==> config.mk <==
export PLATFORM = sky130hd
export DESIGN_NAME = path_height_smoother_top_flat
export DESIGN_NICKNAME = d
export VERILOG_FILES = /design/src/hdl/hps_pkg.sv /design/src/hdl/hps_req_if.sv /design/src/hdl/hps_rsp_if.sv /design/src/hdl/hps_mul.sv /design/src/hdl/hps_seq.sv /design/src/hdl/path_height_smoother_top.sv /design/src/flat_wrapper.sv
export VERILOG_INCLUDE_DIRS = /design/src /design/src/hdl
export SDC_FILE = /design/constraint.sdc
export NUM_CORES = 2
export LEC_CHECK = 0
export BUFFER_PORTS_ARGS = -buffer_cell sky130_fd_sc_hd__buf_2
export CAP_MARGIN = 20
export CELL_PAD_IN_SITES_DETAIL_PLACEMENT = 0
export CELL_PAD_IN_SITES_GLOBAL_PLACEMENT = 1
export CORE_ASPECT_RATIO = 1.5
export CORE_MARGIN = 8
export CORE_UTILIZATION = 25
export CTS_CLUSTER_SIZE = 20
export DETAILED_ROUTE_END_ITERATION = 7
export PLACE_DENSITY_LB_ADDON = 0.3
export RECOVER_POWER = 100
export SYNTH_ARGS = -nofsm -noshare
export SYNTH_HDL_FRONTEND = slang
export SYNTH_SLANG_ARGS = --single-unit
==> constraint.sdc <==
create_clock -name clock -period 11.92 [get_ports clock]
set_clock_uncertainty 0.05 [all_clocks]
set_input_delay 0.596 -clock clock [delete_from_list [all_inputs] [get_ports clock]]
set_output_delay 0.596 -clock clock [all_outputs]
set_load 0.05 [all_outputs]
==> src/hdl/path_height_smoother_top_macros.svh <==
// assertion helpers for the height smoother
`ifndef PATH_HEIGHT_SMOOTHER_TOP_MACROS_SVH
`define PATH_HEIGHT_SMOOTHER_TOP_MACROS_SVH

// same-cycle implication
`define HPS_ASSERT_IMP(label, clk, rst, ante, cons) \
   label: assert property (@(posedge clk) disable iff (rst) (ante) |-> (cons)) \
      else $error("hps assertion failed");

// next-cycle implication
`define HPS_ASSERT_NXT(label, clk, rst, ante, cons) \
   label: assert property (@(posedge clk) disable iff (rst) (ante) |=> (cons)) \
      else $error("hps assertion failed");

`endif

==> src/hdl/hps_pkg.sv <==
`default_nettype none

package hps_pkg;

   localparam int POS_W      = 24;
   localparam int DIF_W      = 25;
   localparam int SQ_W       = 49;
   localparam int SUM_W      = 50;
   localparam int MUL_A_W    = 32;
   localparam int MUL_B_W    = 25;
   localparam int MUL_P_W    = MUL_A_W + MUL_B_W;
   localparam int WGT_W      = 17;
   localparam int MC_W       = 16;
   localparam int CMP_W      = 82;
   localparam int AVG_W      = 43;
   localparam int CSR_IDX_W  = 1;
   localparam int CSR_DATA_W = 17;
   localparam int OP_W       = 4;

   localparam logic [WGT_W-1:0] WEIGHT_ONE   = 17'h10000;
   localparam logic [WGT_W-1:0] WEIGHT_RESET = 17'd9830;
   localparam logic [MC_W-1:0]  MC_RESET     = 16'd154;
   localparam logic [SUM_W-1:0] SPAN_SQ_MIN  = 50'd16384;
   // 25 * d2 >= 4096 is the same as d2 >= 164
   localparam logic [SUM_W-1:0] NEAR_SQ_MIN  = 50'd164;

   localparam logic [CSR_IDX_W-1:0] REG_Z_WEIGHT     = 1'd0;
   localparam logic [CSR_IDX_W-1:0] REG_Z_MIN_CHANGE = 1'd1;

   // multiplier schedule, one op issued per cycle
   localparam logic [OP_W-1:0] OP_SQ_DX  = 4'd0;
   localparam logic [OP_W-1:0] OP_SQ_DY  = 4'd1;
   localparam logic [OP_W-1:0] OP_SQ_DZ  = 4'd2;
   localparam logic [OP_W-1:0] OP_SQ_MC  = 4'd3;
   localparam logic [OP_W-1:0] OP_MR_LO  = 4'd4;
   localparam logic [OP_W-1:0] OP_MR_HI  = 4'd5;
   localparam logic [OP_W-1:0] OP_AVG    = 4'd6;
   localparam logic [OP_W-1:0] OP_SQ_EX  = 4'd7;
   localparam logic [OP_W-1:0] OP_SQ_EY  = 4'd8;
   localparam logic [OP_W-1:0] OP_SQ_EZ  = 4'd9;
   localparam logic [OP_W-1:0] OP_LAST   = 4'd10;

   typedef enum logic [3:0] {
      ST_IDLE     = 4'b0001,
      ST_MUL      = 4'b0010,
      ST_EMIT_MID = 4'b0100,
      ST_EMIT_NEW = 4'b1000
   } hps_state_type;

   typedef struct packed {
      logic       fire;
      logic [1:0] seen;
      logic       smooth;
      logic       fin;
      logic       slot_free;
   } hps_stat_type;

   typedef struct packed {
      hps_state_type   state;
      logic [OP_W-1:0] op;
   } hps_ctl_type;

   function automatic logic [DIF_W-1:0] abs_diff(logic signed [POS_W-1:0] a,
                                                 logic signed [POS_W-1:0] b);
      logic signed [DIF_W-1:0] d;
      d = {a[POS_W-1], a} - {b[POS_W-1], b};
      return d[DIF_W-1] ? -d : d;
   endfunction

endpackage

`default_nettype wire

==> src/hdl/hps_req_if.sv <==
`default_nettype none

interface hps_req_if;
   import hps_pkg::*;

   logic                    valid;
   logic                    ready;
   logic signed [POS_W-1:0] pos_x;
   logic signed [POS_W-1:0] pos_y;
   logic signed [POS_W-1:0] pos_z;
   logic                    final_point;

   modport source (output valid, pos_x, pos_y, pos_z, final_point, input ready);
   modport sink   (input valid, pos_x, pos_y, pos_z, final_point, output ready);
endinterface

`default_nettype wire

==> src/hdl/hps_rsp_if.sv <==
`default_nettype none

interface hps_rsp_if;
   import hps_pkg::*;

   logic                    valid;
   logic                    ready;
   logic signed [POS_W-1:0] out_x;
   logic signed [POS_W-1:0] out_y;
   logic signed [POS_W-1:0] out_z;
   logic                    out_last;

   modport source (output valid, out_x, out_y, out_z, out_last, input ready);
   modport sink   (input valid, out_x, out_y, out_z, out_last, output ready);
endinterface

`default_nettype wire

==> src/hdl/hps_mul.sv <==
`default_nettype none

module hps_mul (
   input  logic                          clock,
   input  logic [hps_pkg::MUL_A_W-1:0]   mul_a,
   input  logic [hps_pkg::MUL_B_W-1:0]   mul_b,
   output logic [hps_pkg::MUL_P_W-1:0]   prod_ff
);
   import hps_pkg::*;

   logic [MUL_P_W-1:0] prod_in;

   assign prod_in = MUL_P_W'(mul_a) * MUL_P_W'(mul_b);

   always_ff @(posedge clock) begin
      prod_ff <= prod_in;
   end
endmodule

`default_nettype wire

==> src/hdl/hps_seq.sv <==
`default_nettype none

module hps_seq (
   input  logic                  clock,
   input  logic                  reset,
   input  hps_pkg::hps_stat_type stat,
   output hps_pkg::hps_ctl_type  ctl
);
   import hps_pkg::*;

   hps_state_type   state_ff, state_in;
   logic [OP_W-1:0] op_ff, op_in;

   always_comb begin
      state_in = state_ff;
      op_in    = op_ff;
      case (state_ff)
         ST_IDLE: begin
            op_in = OP_SQ_DX;
            if (stat.fire) begin
               if (stat.seen == 2'd0) begin
                  state_in = ST_EMIT_NEW;
               end else if (stat.seen == 2'd1) begin
                  state_in = stat.fin ? ST_EMIT_NEW : ST_IDLE;
               end else begin
                  state_in = stat.smooth ? ST_MUL : ST_EMIT_MID;
               end
            end
         end
         ST_MUL: begin
            op_in = op_ff + 4'd1;
            if (op_ff == OP_LAST) begin
               state_in = ST_EMIT_MID;
            end
         end
         ST_EMIT_MID: begin
            if (stat.slot_free) begin
               state_in = stat.fin ? ST_EMIT_NEW : ST_IDLE;
            end
         end
         ST_EMIT_NEW: begin
            if (stat.slot_free) begin
               state_in = ST_IDLE;
            end
         end
         default: begin
            state_in = ST_IDLE;
         end
      endcase
   end

   always_ff @(posedge clock) begin
      if (reset) begin
         state_ff <= ST_IDLE;
         op_ff    <= OP_SQ_DX;
      end else begin
         state_ff <= state_in;
         op_ff    <= op_in;
      end
   end

   assign ctl.state = state_ff;
   assign ctl.op    = op_ff;
endmodule

`default_nettype wire

==> src/hdl/path_height_smoother_top.sv <==
// height smoother for a stream of path waypoints
//
// req_chan takes one waypoint per beat (x, y, z in signed 1/256 yard and a
// final_point mark); rsp_chan gives zero, one or two waypoints per accepted
// beat, in path order, with out_last on the last point of each path.
// csr_we/csr_index/csr_wdata write z_weight (index 0) and z_min_change
// (index 1); write them only while no point is in flight.
//
// one point at a time: req_chan.ready is high only while the block is idle.
// a path's first point goes out through the emit-new step; a second point
// that does not end the path is absorbed while the block stays idle. an
// interior point with a nonzero weight runs an eleven-step schedule on one
// shared 32x25 multiplier (span, slope, average and distance products);
// its emit step then loads the result if kept; a path end adds an emit-new
// step before the block is ready again. with zero weight an interior point
// goes straight to its emit step. a stalled rsp_chan holds the result
// register and the sequencer waits in its emit step. reset clears the
// window, restores the register defaults and leaves both channels empty.

`default_nettype none

`include "path_height_smoother_top_macros.svh"

module path_height_smoother_top (
   input  logic                             clock,
   input  logic                             reset,
   hps_req_if.sink                          req_chan,
   hps_rsp_if.source                        rsp_chan,
   input  logic                             csr_we,
   input  logic [hps_pkg::CSR_IDX_W-1:0]    csr_index,
   input  logic [hps_pkg::CSR_DATA_W-1:0]   csr_wdata
);
   import hps_pkg::*;

   hps_stat_type stat;
   hps_ctl_type  ctl;

   logic [WGT_W-1:0] z_weight_ff;
   logic [MC_W-1:0]  z_min_change_ff;
   logic [WGT_W-1:0] w_eff;
   logic [1:0]       seen_ff;
   logic             rsp_valid_ff;

   logic signed [POS_W-1:0] cur_x_ff, cur_y_ff, cur_z_ff;
   logic                    cur_fin_ff;
   logic signed [POS_W-1:0] older_x_ff, older_y_ff, older_z_ff;
   logic signed [POS_W-1:0] middle_x_ff, middle_y_ff, middle_z_ff;
   logic signed [POS_W-1:0] emitted_x_ff, emitted_y_ff, emitted_z_ff;
   logic signed [POS_W-1:0] running_ff, running_in;
   logic signed [POS_W-1:0] out_x_ff, out_y_ff, out_z_ff;
   logic                    out_last_ff;
   logic                    smooth_ff;

   logic [SUM_W-1:0]   h2_ff;
   logic [SQ_W-1:0]    dz2_ff;
   logic [MUL_A_W-1:0] m2_ff;
   logic [MUL_P_W-1:0] rl_ff;
   logic               reset_ff;
   logic               neg_ff;
   logic [SUM_W-1:0]   d2_ff;

   logic [MUL_A_W-1:0] mul_a;
   logic [MUL_B_W-1:0] mul_b;
   logic [MUL_P_W-1:0] prod_ff;
   logic [DIF_W-1:0]   sq_mag;

   logic [CMP_W-1:0]        lhs, rhs;
   logic                    span;
   logic signed [AVG_W-1:0] avg_signed, avg_round, avg_step;

   logic fire, slot_free, in_mid, in_new, keep, rsp_load;
   logic signed [POS_W-1:0] sz;

   hps_seq u_seq (
      .clock (clock),
      .reset (reset),
      .stat  (stat),
      .ctl   (ctl)
   );

   hps_mul u_mul (
      .clock   (clock),
      .mul_a   (mul_a),
      .mul_b   (mul_b),
      .prod_ff (prod_ff)
   );

   assign w_eff      = (z_weight_ff > WEIGHT_ONE) ? WEIGHT_ONE : z_weight_ff;
   assign req_chan.ready = (ctl.state == ST_IDLE);
   assign fire       = req_chan.valid && req_chan.ready;
   assign slot_free  = !rsp_valid_ff || rsp_chan.ready;
   assign in_mid     = (ctl.state == ST_EMIT_MID) && slot_free;
   assign in_new     = (ctl.state == ST_EMIT_NEW) && slot_free;
   assign keep       = !smooth_ff || (seen_ff == 2'd2) || (d2_ff >= NEAR_SQ_MIN);
   assign sz         = smooth_ff ? running_ff : middle_z_ff;
   assign rsp_load   = (in_mid && keep) || in_new;

   assign stat.fire      = fire;
   assign stat.seen      = seen_ff;
   assign stat.smooth    = (w_eff != '0);
   assign stat.fin       = (ctl.state == ST_IDLE) ? req_chan.final_point : cur_fin_ff;
   assign stat.slot_free = slot_free;

   // operand select for the shared multiplier
   always_comb begin
      sq_mag = '0;
      case (ctl.op)
         OP_SQ_DX: sq_mag = abs_diff(cur_x_ff, older_x_ff);
         OP_SQ_DY: sq_mag = abs_diff(cur_y_ff, older_y_ff);
         OP_SQ_DZ: sq_mag = abs_diff(middle_z_ff, older_z_ff);
         OP_SQ_EX: sq_mag = abs_diff(middle_x_ff, emitted_x_ff);
         OP_SQ_EY: sq_mag = abs_diff(middle_y_ff, emitted_y_ff);
         OP_SQ_EZ: sq_mag = abs_diff(running_ff, emitted_z_ff);
         default:  sq_mag = '0;
      endcase
   end

   always_comb begin
      mul_a = MUL_A_W'(sq_mag);
      mul_b = sq_mag;
      case (ctl.op)
         OP_SQ_MC: begin
            mul_a = MUL_A_W'(z_min_change_ff);
            mul_b = MUL_B_W'(z_min_change_ff);
         end
         // zmc^2 is still in the product register here
         OP_MR_LO: begin
            mul_a = prod_ff[MUL_A_W-1:0];
            mul_b = h2_ff[MUL_B_W-1:0];
         end
         OP_MR_HI: begin
            mul_a = m2_ff;
            mul_b = h2_ff[SUM_W-1:MUL_B_W];
         end
         OP_AVG: begin
            mul_a = MUL_A_W'(w_eff);
            mul_b = abs_diff(middle_z_ff, running_ff);
         end
         default: begin
            mul_a = MUL_A_W'(sq_mag);
            mul_b = sq_mag;
         end
      endcase
   end

   // slope test: 65536 * dz^2 >= zmc^2 * h2
   assign span = (h2_ff > SPAN_SQ_MIN);
   assign lhs  = {17'b0, dz2_ff, 16'b0};
   assign rhs  = {prod_ff, 25'b0} + {25'b0, rl_ff};

   // round half up on w * (raw - running) / 65536
   assign avg_signed = neg_ff ? -{1'b0, prod_ff[AVG_W-2:0]} : {1'b0, prod_ff[AVG_W-2:0]};
   assign avg_round  = avg_signed + 43'sd32768;
   assign avg_step   = avg_round >>> 16;
   assign running_in = reset_ff ? middle_z_ff : POS_W'(running_ff + avg_step[POS_W-1:0]);

   always_ff @(posedge clock) begin
      if (fire) begin
         cur_x_ff   <= req_chan.pos_x;
         cur_y_ff   <= req_chan.pos_y;
         cur_z_ff   <= req_chan.pos_z;
         cur_fin_ff <= req_chan.final_point;
         smooth_ff  <= (w_eff != '0);
         if (seen_ff == 2'd1 && !req_chan.final_point) begin
            middle_x_ff <= req_chan.pos_x;
            middle_y_ff <= req_chan.pos_y;
            middle_z_ff <= req_chan.pos_z;
         end
      end

      if (ctl.state == ST_MUL) begin
         case (ctl.op)
            OP_SQ_DY: h2_ff  <= prod_ff[SUM_W-1:0];
            OP_SQ_DZ: h2_ff  <= h2_ff + prod_ff[SUM_W-1:0];
            OP_SQ_MC: dz2_ff <= prod_ff[SQ_W-1:0];
            OP_MR_LO: m2_ff  <= prod_ff[MUL_A_W-1:0];
            OP_MR_HI: rl_ff  <= prod_ff;
            OP_AVG: begin
               reset_ff <= span && (lhs >= rhs);
               neg_ff   <= (middle_z_ff < running_ff);
            end
            OP_SQ_EX: running_ff <= running_in;
            OP_SQ_EY: d2_ff <= prod_ff[SUM_W-1:0];
            OP_SQ_EZ: d2_ff <= d2_ff + prod_ff[SUM_W-1:0];
            OP_LAST:  d2_ff <= d2_ff + prod_ff[SUM_W-1:0];
            default: begin
            end
         endcase
      end

      if (in_mid) begin
         if (keep) begin
            out_x_ff     <= middle_x_ff;
            out_y_ff     <= middle_y_ff;
            out_z_ff     <= sz;
            out_last_ff  <= 1'b0;
            emitted_x_ff <= middle_x_ff;
            emitted_y_ff <= middle_y_ff;
            emitted_z_ff <= sz;
         end
         if (!cur_fin_ff) begin
            older_x_ff  <= middle_x_ff;
            older_y_ff  <= middle_y_ff;
            older_z_ff  <= middle_z_ff;
            middle_x_ff <= cur_x_ff;
            middle_y_ff <= cur_y_ff;
            middle_z_ff <= cur_z_ff;
         end
      end

      if (in_new) begin
         out_x_ff    <= cur_x_ff;
         out_y_ff    <= cur_y_ff;
         out_z_ff    <= cur_z_ff;
         out_last_ff <= cur_fin_ff;
         // only a path's first point reaches here without its end mark
         if (!cur_fin_ff) begin
            older_x_ff <= cur_x_ff;
            older_y_ff <= cur_y_ff;
            older_z_ff <= cur_z_ff;
            running_ff <= cur_z_ff;
         end
      end
   end

   always_ff @(posedge clock) begin
      if (reset) begin
         z_weight_ff     <= WEIGHT_RESET;
         z_min_change_ff <= MC_RESET;
         seen_ff         <= 2'd0;
         rsp_valid_ff    <= 1'b0;
      end else begin
         if (csr_we) begin
            case (csr_index)
               REG_Z_WEIGHT:     z_weight_ff     <= csr_wdata[WGT_W-1:0];
               REG_Z_MIN_CHANGE: z_min_change_ff <= csr_wdata[MC_W-1:0];
               default: begin
               end
            endcase
         end

         if (fire && seen_ff == 2'd1 && !req_chan.final_point) begin
            seen_ff <= 2'd2;
         end else if (in_mid && !cur_fin_ff) begin
            seen_ff <= 2'd3;
         end else if (in_new) begin
            seen_ff <= cur_fin_ff ? 2'd0 : 2'd1;
         end

         if (rsp_load) begin
            rsp_valid_ff <= 1'b1;
         end else if (rsp_chan.ready) begin
            rsp_valid_ff <= 1'b0;
         end
      end
   end

   assign rsp_chan.valid    = rsp_valid_ff;
   assign rsp_chan.out_x    = out_x_ff;
   assign rsp_chan.out_y    = out_y_ff;
   assign rsp_chan.out_z    = out_z_ff;
   assign rsp_chan.out_last = out_last_ff;

   `HPS_ASSERT_IMP(a_reset_needs_span, clock, reset, ctl.state == ST_MUL && ctl.op == OP_SQ_EX && reset_ff, h2_ff > SPAN_SQ_MIN)
   `HPS_ASSERT_NXT(a_first_interior_kept, clock, reset, ctl.state == ST_EMIT_MID && slot_free && seen_ff == 2'd2, rsp_valid_ff)
   `HPS_ASSERT_NXT(a_busy_after_point, clock, reset, fire && seen_ff != 2'd1, !req_chan.ready)

endmodule

`default_nettype wire

==> src/flat_wrapper.sv <==
// flat-port wrapper written by rule: the top's interface ports become plain ports
module path_height_smoother_top_flat import hps_pkg::*;
  (clock, reset, csr_we, csr_index, csr_wdata, req_chan_valid, req_chan_pos_x, req_chan_pos_y, req_chan_pos_z, req_chan_final_point, req_chan_ready, rsp_chan_valid, rsp_chan_out_x, rsp_chan_out_y, rsp_chan_out_z, rsp_chan_out_last, rsp_chan_ready);
  hps_req_if req_chan_i ();
  hps_rsp_if rsp_chan_i ();
  input  logic clock;
  input  logic reset;
  input  logic csr_we;
  input  logic [hps_pkg::CSR_IDX_W-1:0] csr_index;
  input  logic [hps_pkg::CSR_DATA_W-1:0] csr_wdata;
  input wire logic [$bits(req_chan_i.valid)-1:0] req_chan_valid;
  input wire logic [$bits(req_chan_i.pos_x)-1:0] req_chan_pos_x;
  input wire logic [$bits(req_chan_i.pos_y)-1:0] req_chan_pos_y;
  input wire logic [$bits(req_chan_i.pos_z)-1:0] req_chan_pos_z;
  input wire logic [$bits(req_chan_i.final_point)-1:0] req_chan_final_point;
  output wire logic [$bits(req_chan_i.ready)-1:0] req_chan_ready;
  output wire logic [$bits(rsp_chan_i.valid)-1:0] rsp_chan_valid;
  output wire logic [$bits(rsp_chan_i.out_x)-1:0] rsp_chan_out_x;
  output wire logic [$bits(rsp_chan_i.out_y)-1:0] rsp_chan_out_y;
  output wire logic [$bits(rsp_chan_i.out_z)-1:0] rsp_chan_out_z;
  output wire logic [$bits(rsp_chan_i.out_last)-1:0] rsp_chan_out_last;
  input wire logic [$bits(rsp_chan_i.ready)-1:0] rsp_chan_ready;
  assign req_chan_i.valid = req_chan_valid;
  assign req_chan_i.pos_x = req_chan_pos_x;
  assign req_chan_i.pos_y = req_chan_pos_y;
  assign req_chan_i.pos_z = req_chan_pos_z;
  assign req_chan_i.final_point = req_chan_final_point;
  assign req_chan_ready = req_chan_i.ready;
  assign rsp_chan_valid = rsp_chan_i.valid;
  assign rsp_chan_out_x = rsp_chan_i.out_x;
  assign rsp_chan_out_y = rsp_chan_i.out_y;
  assign rsp_chan_out_z = rsp_chan_i.out_z;
  assign rsp_chan_out_last = rsp_chan_i.out_last;
  assign rsp_chan_i.ready = rsp_chan_ready;
  path_height_smoother_top u_core (.clock(clock), .reset(reset), .req_chan(req_chan_i), .rsp_chan(rsp_chan_i), .csr_we(csr_we), .csr_index(csr_index), .csr_wdata(csr_wdata));
endmodule
==> results.cfg <==
[cts]
clockBufferDepth = 3
cts_sinks = 728
htree_levels = 3
root_buffer = clkbuf_16
clock_latency_ps = 740
cts_tree = yes
cts_buffers = 79
clkSlewWorstSetupHoldPaths_ps = 70

[synthesis]
ys_async_sr_fraction_pct = 0
ys.flop_type = edfxtp_1
syn_nets = 10300
synthDistinctLibCells = 103
syn_area_per_cell_sq_um = 8.78
synthCells = 8966
synth_area_leaders = fa_1 (18%), edfxtp_1 (18%), ha_1 (9.1%), dfxtp_1 (6.8%), nand2_1 (5.7%)
ys_warn_count = 0
synth-seq-cells = 728
yosysSeqAreaShare_pct = 24.4
synth_edf_count = 459
yosysTopAreaCellShare_pct = 17.8
yosys-top-cells-count = nand2_1 (1,192), inv_1 (1,070), fa_1 (698)
synth_most_common_cell = nand2_1
synth_area_leader_cell = fa_1
synth.cell_area_sq_um = 78700

[placement]
placed_area_sq_um = 89200
place_congestion = 0.974
hpwl_um = 279000
port_buffers = 170

[timing]
fmax_ghz = 0.0864
max_slew_margin_pct = -184
final_max_slew_viol_count = 1370
fin_crit_ps = 11580
worstMarginPinSlew_ps = 4260
setup_viol_count_final = 0
finalHoldViolations = 0
final.period_utilization_pct = 97.1

[die]
die_w_um = 474
die_h_um = 703
ios = 171
initial_core_util_pct = 25.1
core-area_sq_um = 314000
die_area_sq_um = 333000
num_rows = 252

[setup_path]
cpPeakStageDelay_ps = 640
rr_startpoint = u_core.emitted_z_ff[5]
cp-end-kind = register
worstPathRequired_ps = 12540
ff2ff_path_depth = 43
rrSetupSlack_ps = 340
cp-startpoint = u_core.emitted_z_ff[5]
arrival_ps = 12200
crit_fanout = 10
timing_worst_setup_path_type = register to register
cp_common_cell = fa_1
crit_end = u_core.u_mul.prod_ff[53]
cpMaxStageDelayCell = fa_1
worstReg2RegEnd = u_core.u_mul.prod_ff[53]
cp-start-kind = register

[run_status]
status = finished with violations
violations = max-capacitance violations, max-slew violations

[route]
via_count = 69400
dr.pass1.iters = 6
drc_errors = 0
viasPerCell = 5.02
drt_iter0_markers = 4287
antenna_left = 0
drt_wl_total_um = 342000
wl_per_cell_um = 24.7

[global_route]
antenna_found_initial = 30
grt_max_degree = 100
grt_pass1_wl_um = 493000
gr-usage-all-layers_pct = 19.9
gr-total-overflow = 0
grt_pass1_vias = 72700

[finish]
num-fill-cells = 33400
fin_area_sq_um = 92300
areaGrowthSynthToFinish_pct = 17.3
nets = 10900
drive_gt1_share_pct = 10.5

[job]
cap_violations = 40

[worst_hold_path]
hold_path_class = input port to register
[cell families (layout without fill, tap and decap cells)]
kind of cell             Yosys count  count (layout)  share of synthesized area (%)
AND/OR/NAND/NOR                 2770            2770                           16.6
AO/OA/AOI/OAI                   2054            2054                           17.0
buffers and inverters           1457            2123                           7.03
adder cells (fa/ha/maj)         1274            1274                           26.9
flip-flops                       728             728                           24.4
XOR/XNOR                         422             422                           4.70
multiplexers                     261             261                           3.47
other                              0              19                              0
[registers in the layout, indices dropped and copies added, names as in the netlist, 17 cells and up]
| name | cells |
|---|---|
| u_core.middle_x_ff | 24 |
| u_core.rl_ff | 57 |
| u_core.z_weight_ff | 17 |
| u_core.older_x_ff | 24 |
| u_core.running_ff | 24 |
| u_core.u_mul.prod_ff | 57 |
| u_core.older_z_ff | 24 |
| u_core.h2_ff | 50 |
| u_core.cur_z_ff | 24 |
| u_core.d2_ff | 50 |
| u_core.middle_y_ff | 24 |
| u_core.cur_y_ff | 24 |
| u_core.dz2_ff | 49 |
| u_core.rsp_chan.out_y | 24 |
| u_core.rsp_chan.out_z | 24 |
| u_core.m2_ff | 32 |
| u_core.older_y_ff | 24 |
| u_core.rsp_chan.out_x | 24 |
| u_core.emitted_x_ff | 24 |
| u_core.emitted_y_ff | 24 |
| u_core.cur_x_ff | 24 |
| u_core.emitted_z_ff | 24 |
| u_core.middle_z_ff | 24 |
[cells in the final DEF (no fill, tap or decap), types with 78 or more instances in the layout]
| cell type | instances |
|---|---|
| nand2_1 | 1191 |
| inv_1 | 1070 |
| fa_1 | 698 |
| ha_1 | 575 |
| buf_4 | 561 |
| a21oi_1 | 520 |
| o21ai_0 | 462 |
| edfxtp_1 | 459 |
| nor2_1 | 452 |
| dfxtp_1 | 266 |
| clkbuf_1 | 243 |
| xnor2_1 | 242 |
| a21o_1 | 212 |
| and2_1 | 180 |
| xor2_1 | 173 |
| mux2i_1 | 165 |
| nand3_1 | 161 |
| nor3_1 | 146 |
| nand4_1 | 85 |
| clkbuf_16 | 81 |
| nand2b_1 | 78 |
[worst max-delay path, delay by kind of cell (launching register included)]
kind	cells	cell delay (ps)
flip-flops	1	360
adder cells (fa/ha/maj)	9	4410
buffers and inverters	10	1390
AND/OR/NAND/NOR	6	1550
multiplexers	1	320
XOR/XNOR	1	130
AO/OA/AOI/OAI	16	3250
[stage by stage]
step / hold WS (ps) / TNS [ps] / worst slack (ps) / instances / util [%]
finish: 49.3 / 0 / 344 / 13800 / 29.4
global route: 29.4 / -104 / -57.5 / 13800 / 29.4
CTS: 1.75 / 0 / 1.49 / 13800 / 29.5
floorplan: 379 / 0 / 1070 / 8966 / -
global placement: 398 / -9070 / -717 / 13600 / 28.4
detailed placement: 397 / -6540 / -521 / 13600 / 28.4
[area by class of cell]
class | instances | area (sq um) | share of cell area, %
repair buffers | 906 | 6470 | 7.01
clock buffers | 100 | 2150 | 2.33
clock inverters | 47 | 574 | 0.622
multi-input cells | 6781 | 54600 | 59.2
well taps | 4191 | 5240 | 5.68
inverters | 1070 | 4020 | 4.35
flip-flops and latches | 728 | 19200 | 20.8
diodes | 19 | 47.5 | 0.0515
[repair_timing]
action	in CTS	in global routing
hold endpoints to repair	43	0
setup endpoints to repair	22	23
resized for setup	13	85
pin swaps	1	11
buffers inserted	1	4
hold buffers	43	0
[worst min-delay path by stage]
stage / from / endpoint / slack, ps / cells after the start
floorplan: u_core.u_mul.prod_ff[49] / u_core.rl_ff[49] / 380 / 0
global placement: u_core.z_min_change_ff[0] / u_core.z_min_change_ff[0] / 400 / 2
detailed placement: u_core.z_min_change_ff[0] / u_core.z_min_change_ff[0] / 400 / 2
CTS: req_chan_pos_x[10] / u_core.cur_x_ff[10] / 2 / 1
global route: req_chan_pos_x[10] / u_core.cur_x_ff[10] / 30 / 1
finish: req_chan_pos_x[10] / u_core.cur_x_ff[10] / 50 / 1
[routing by layer]
layer  up-vias  global-route usage [%]  wire (um)  part of all wire (%)
li1      32200                       -          -                     -
met1     34600                    20.5     123000                    36
met2      1887                    37.7     179000                    52
met3       735                    2.02      12100                   3.5
met4         8                    13.2      28100                   8.2
met5         -                       0         61                 0.018
Power is not shown: default switching activity piles up to over one toggle a cycle in this logic, so the estimate is an artifact.
